## src/sv/ple_pkg.sv

```systemverilog
// shared types and constants of the positional list engine
package ple_pkg;

  localparam int unsigned OP_W  = 3;
  localparam int unsigned POS_W = 7;
  localparam int unsigned ST_W  = 3;

  typedef enum logic [OP_W-1:0] {
    OP_READ   = 3'd0,
    OP_LOCATE = 3'd1,
    OP_INSERT = 3'd2,
    OP_DELETE = 3'd3,
    OP_PRIOR  = 3'd4,
    OP_NEXT   = 3'd5,
    OP_CLEAR  = 3'd6
  } op_e;

  typedef enum logic [ST_W-1:0] {
    ST_OK       = 3'd0,
    ST_BADPOS   = 3'd1,
    ST_FULL     = 3'd2,
    ST_NOTFOUND = 3'd3,
    ST_NOPRIOR  = 3'd4,
    ST_NONEXT   = 3'd5
  } status_e;

  typedef struct packed {
    logic shift_up;
    logic shift_down;
    logic locate;
  } cell_ctl_t;

endpackage

```

## src/sv/ple_cell.sv

```systemverilog
// one list cell: holds an element, shifts with its neighbors, forwards the search result
module ple_cell #(
  parameter int unsigned DATA_WIDTH = 32,
  parameter int unsigned IDX_W      = 6,
  parameter int unsigned LEN_W      = 7,
  parameter int unsigned IDX        = 0
) (
  input  logic                  clk_i,
  input  ple_pkg::cell_ctl_t    ctl_i,
  input  logic [IDX_W-1:0]      target_i,
  input  logic [LEN_W-1:0]      len_i,
  input  logic [DATA_WIDTH-1:0] value_i,
  input  logic [DATA_WIDTH-1:0] lo_data_i,
  input  logic [DATA_WIDTH-1:0] hi_data_i,
  input  logic                  hi_found_i,
  input  logic [LEN_W-1:0]      hi_pos_i,
  input  logic [DATA_WIDTH-1:0] hi_rdata_i,
  output logic [DATA_WIDTH-1:0] data_o,
  output logic                  found_o,
  output logic [LEN_W-1:0]      pos_o,
  output logic [DATA_WIDTH-1:0] rdata_o
);
  import ple_pkg::*;

  localparam logic [IDX_W-1:0] MyIdx = IDX_W'(IDX);
  localparam logic [LEN_W-1:0] MyLen = LEN_W'(IDX);
  localparam logic [LEN_W-1:0] MyPos = LEN_W'(IDX + 1);

  logic [DATA_WIDTH-1:0] data_q, data_d;
  logic                  found_q;
  logic [LEN_W-1:0]      pos_q;
  logic [DATA_WIDTH-1:0] rdata_q;
  logic                  hit;

  always_comb begin
    data_d = data_q;
    if (ctl_i.shift_up) begin
      if (MyIdx > target_i) begin
        data_d = lo_data_i;
      end else if (MyIdx == target_i) begin
        data_d = value_i;
      end
    end else if (ctl_i.shift_down) begin
      if (MyIdx >= target_i) begin
        data_d = hi_data_i;
      end
    end
  end

  assign hit = ctl_i.locate ? ((data_q == value_i) && (MyLen < len_i)) : (MyIdx == target_i);

  // lower cells win, so the first hit reaches cell zero
  always_ff @(posedge clk_i) begin
    data_q <= data_d;
    if (hit) begin
      found_q <= 1'b1;
      pos_q   <= MyPos;
      rdata_q <= data_q;
    end else begin
      found_q <= hi_found_i;
      pos_q   <= hi_pos_i;
      rdata_q <= hi_rdata_i;
    end
  end

  assign data_o  = data_q;
  assign found_o = found_q;
  assign pos_o   = pos_q;
  assign rdata_o = rdata_q;

endmodule

```

## config.mk

```make
export PLATFORM = sky130hd
export DESIGN_NAME = ple_cell
export DESIGN_NICKNAME = d
export VERILOG_FILES = /design/src/sv/ple_pkg.sv /design/src/sv/ple_cell.sv
export SDC_FILE = /design/constraint.sdc
export NUM_CORES = 1
export LEC_CHECK = 0
export BUFFER_PORTS_ARGS = -buffer_cell sky130_fd_sc_hd__clkbuf_2
export CORE_MARGIN = 2
export CORE_UTILIZATION = 40
export DETAILED_ROUTE_END_ITERATION = 8
export PLACE_DENSITY = 0.74
export SETUP_SLACK_MARGIN = 0.5
export SYNTH_ARGS = -nofsm -noshare
export SYNTH_HDL_FRONTEND = slang
export SYNTH_SLANG_ARGS = --single-unit
```

## constraint.sdc

```tcl
create_clock -name clk_i -period 6.12 [get_ports clk_i]
set_input_delay 0.306 -clock clk_i [delete_from_list [all_inputs] [get_ports clk_i]]
set_output_delay 0.306 -clock clk_i [all_outputs]
set_load 0.01 [all_outputs]
```

==> flow_metrics.tcl <==
set metrics [dict create \
    cts-hold-fix-buffers 0 \
    end_kind "register" \
    p_leak_nw 2.14 \
    vdd_ir_drop_max_v 0.000115 \
    power_switching_mw 0.256 \
    worstMarginPinSlew_ns 0.971 \
    seq_power_share 0.484 \
    min_path_type "input port to register" \
    swShare 0.235 \
    cts.clk_slew.worst_paths_ns 0.08 \
    drv_cap 0 \
    maxSlewHeadroom 0.353 \
    antenna_cells 0 \
    finalSetupTns_ns 0 \
    power.internal_mw 0.831 \
    initial_core_util 0.414 \
    cts_tree "built" \
    num_rows 35 \
    setup.worst_path.class "register to register" \
    vias 3409 \
    drt_first_pass_iters 6 \
    ys_seq_area_frac 0.458 \
    worstHoldStart "hi_pos_i[0]" \
    layout-drive-gt1-share 0.616 \
    syn_avg_cell_area_um2 11.9 \
    clockPowerShare 0.377 \
    critical_path_required_ns 6.33 \
    vias_per_cell 5.33 \
    ys_ff_latch 72 \
    io_pins 225 \
    p_total_mw 1.09 \
    grt_overflow 0 \
    min_period_ns 2.46 \
    ant_nets 0 \
    max_freq_ghz 0.406 \
    r2r_cells 6 \
    grt_usage 0.214 \
    grt_max_degree 36 \
    r2r_slack_ns 3.66 \
    synth_nets 476 \
    synth_area_um2 3850 \
    area_delta_synth_final_pct 33.7 \
    min_to "pos_o[0]$_SDFF_PP1_" \
    skew_ns 0.0121 \
    rr_endpoint "rdata_o[27]$_DFF_P_" \
    antenna_found_initial 0 \
    fin_crit_sh 0.402 \
    worstSetupStartpointType "register" \
    post_cts_buffers 0 \
    cts-htree-levels 3 \
    gp_congestion 0.794 \
    final_nets 658 \
    die_h_um 102 \
    grt_setup_unrepaired "false" \
    drc 0 \
    status "complete, no violations" \
    drtIter0Drc 86 \
    grt_pass1_vias 3477 \
    dpl.hpwl_mm 8.20 \
    dieArea_um2 10400 \
    io_buffer_count 192 \
    report.final.setup_viol 0 \
    clock-sinks 72 \
    ys_types 25 \
    yosysWarnings 0 \
    ctsLongestPathBuffers 2 \
    die_w_um 102 \
    cts-resized-gates 0 \
    whs_path_depth 2 \
    worstPathArrival_ns 2.68 \
    worstSkewPairLatency_ns 0.34 \
    hold_viol 0 \
    postRouteWirelength_mm 11.2 \
    grt_first_pass_wirelength_mm 17.0 \
    netlist_instances 323 \
    comb_power_share 0.138 \
    cts_buffers 9 \
    nFillCells 852 \
    routedWlPerCell_um 17.5 \
    ctsRootBufferMaster "clkbuf_8" \
    power_per_cell_area_nw_per_um2 211 \
    drv_slew 0 \
    timing.rr.start "data_o[28]$_DFFE_PP_" \
    cp_max_fo 22 \
    coreArea_um2 9280 \
]
## power by group through the flow
stage	Clock, mW	Sequential (mW)	Combinational, mW
after detailed placement	0	0.538	0.151
after floorplan	0	0.546	0.0680
after global placement	0	0.537	0.147
after global routing	0.440	0.528	0.164
final	0.410	0.527	0.150
after CTS	0.421	0.527	0.152
## synth_stat cells
cell type	number	area share
mux2_2	32	0.094
buf_1	2	0.0020
dfxtp_1	40	0.21
nand3_1	1	0.0013
o211ai_1	32	0.062
nor4_1	2	0.0033
a2bb2oi_2	30	0.12
or4_1	2	0.0039
a2bb2oi_1	2	0.0046
and3_1	1	0.0016
clkbuf_1	20	0.020
nand4_1	39	0.063
buf_2	5	0.0065
buf_6	3	0.0088
and2_0	1	0.0016
or4_4	1	0.0029
nor4_2	2	0.0065
edfxtp_1	32	0.25
nand2_2	30	0.049
nor3b_1	6	0.012
nand2_1	3	0.0029
or3_1	2	0.0033
nor2_1	1	0.00097
xnor2_1	32	0.073
nor3_1	2	0.0026
## state kept, by name, indices dropped and copies added (netlist names)
| name | count |
|---|---|
| data_o | 32 |
| rdata_o | 32 |
| pos_o | 7 |
| found_o | 1 |
## critical path, cell delays in order, from the launching register on
cell      delay [ns]
edfxtp_1        0.48
xnor2_1         0.25
nand4_1         0.21
nor4_4          0.33
and2_1          0.51
buf_4           0.40
o211ai_1        0.15
## metal layers
metal  up-vias  GRT usage  share of wire
li1       1608          -              -
met3        15     0.0465          0.066
met2       145      0.378           0.51
met5         -          0              0
met1      1641      0.253           0.41
met4         0     0.0841          0.016
## cell families after synthesis
group           synth area share
simple gates               0.155
flops                      0.458
compound gates             0.184
xor+xnor                  0.0728
mux                       0.0937
buf+inv                   0.0367
## how the worst max path moves through the flow
stage,from,endpoint,slack [ns]
after floorplan,ctl_i[2],data_o[0]$_DFFE_PP_,1.61
after global placement,target_i[1],rdata_o[0]$_DFF_P_,3.49
after detailed placement,target_i[1],rdata_o[0]$_DFF_P_,3.44
after CTS,data_o[23]$_DFFE_PP_,rdata_o[23]$_DFF_P_,3.66
after global routing,data_o[31]$_DFFE_PP_,rdata_o[1]$_DFF_P_,3.49
final,data_o[28]$_DFFE_PP_,rdata_o[27]$_DFF_P_,3.66
## per-stage QoR
stage	cells	hold slack [ns]	worst slack (ns)	instance area, µm²	util
2_1_floorplan	323	0.410	1.61	3850	-
3_3_place_gp	623	0.498	3.49	4930	0.531
3_5_place_dp	623	0.499	3.44	4930	0.531
4_1_cts	639	0.143	3.66	5140	0.554
5_1_grt	639	0.151	3.49	5140	0.554
6_report	639	0.161	3.66	5140	0.554
## cell usage in the layout (no fill, tap or decap), drive strengths merged, types with 6 or more instances in the layout
master | netlist | routed
nor3b | 6 | 6
nand2 | 33 | 33
clkbuf | 20 | 202
dfxtp | 40 | 40
o211ai | 32 | 32
a2bb2oi | 32 | 32
nand4 | 39 | 39
buf | 10 | 9
xnor2 | 32 | 32
mux2 | 32 | 32
edfxtp | 32 | 32
## layout make-up
class	count	area, µm²	share of cell area
clock buffers	10	128	0.0248
clock inverters	6	83.8	0.0163
multi-input cells	221	1980	0.385
flip-flops and latches	72	1760	0.343
well taps	129	161	0.0314
repair buffers	201	1030	0.200
Power figures use the tool's default switching activity.
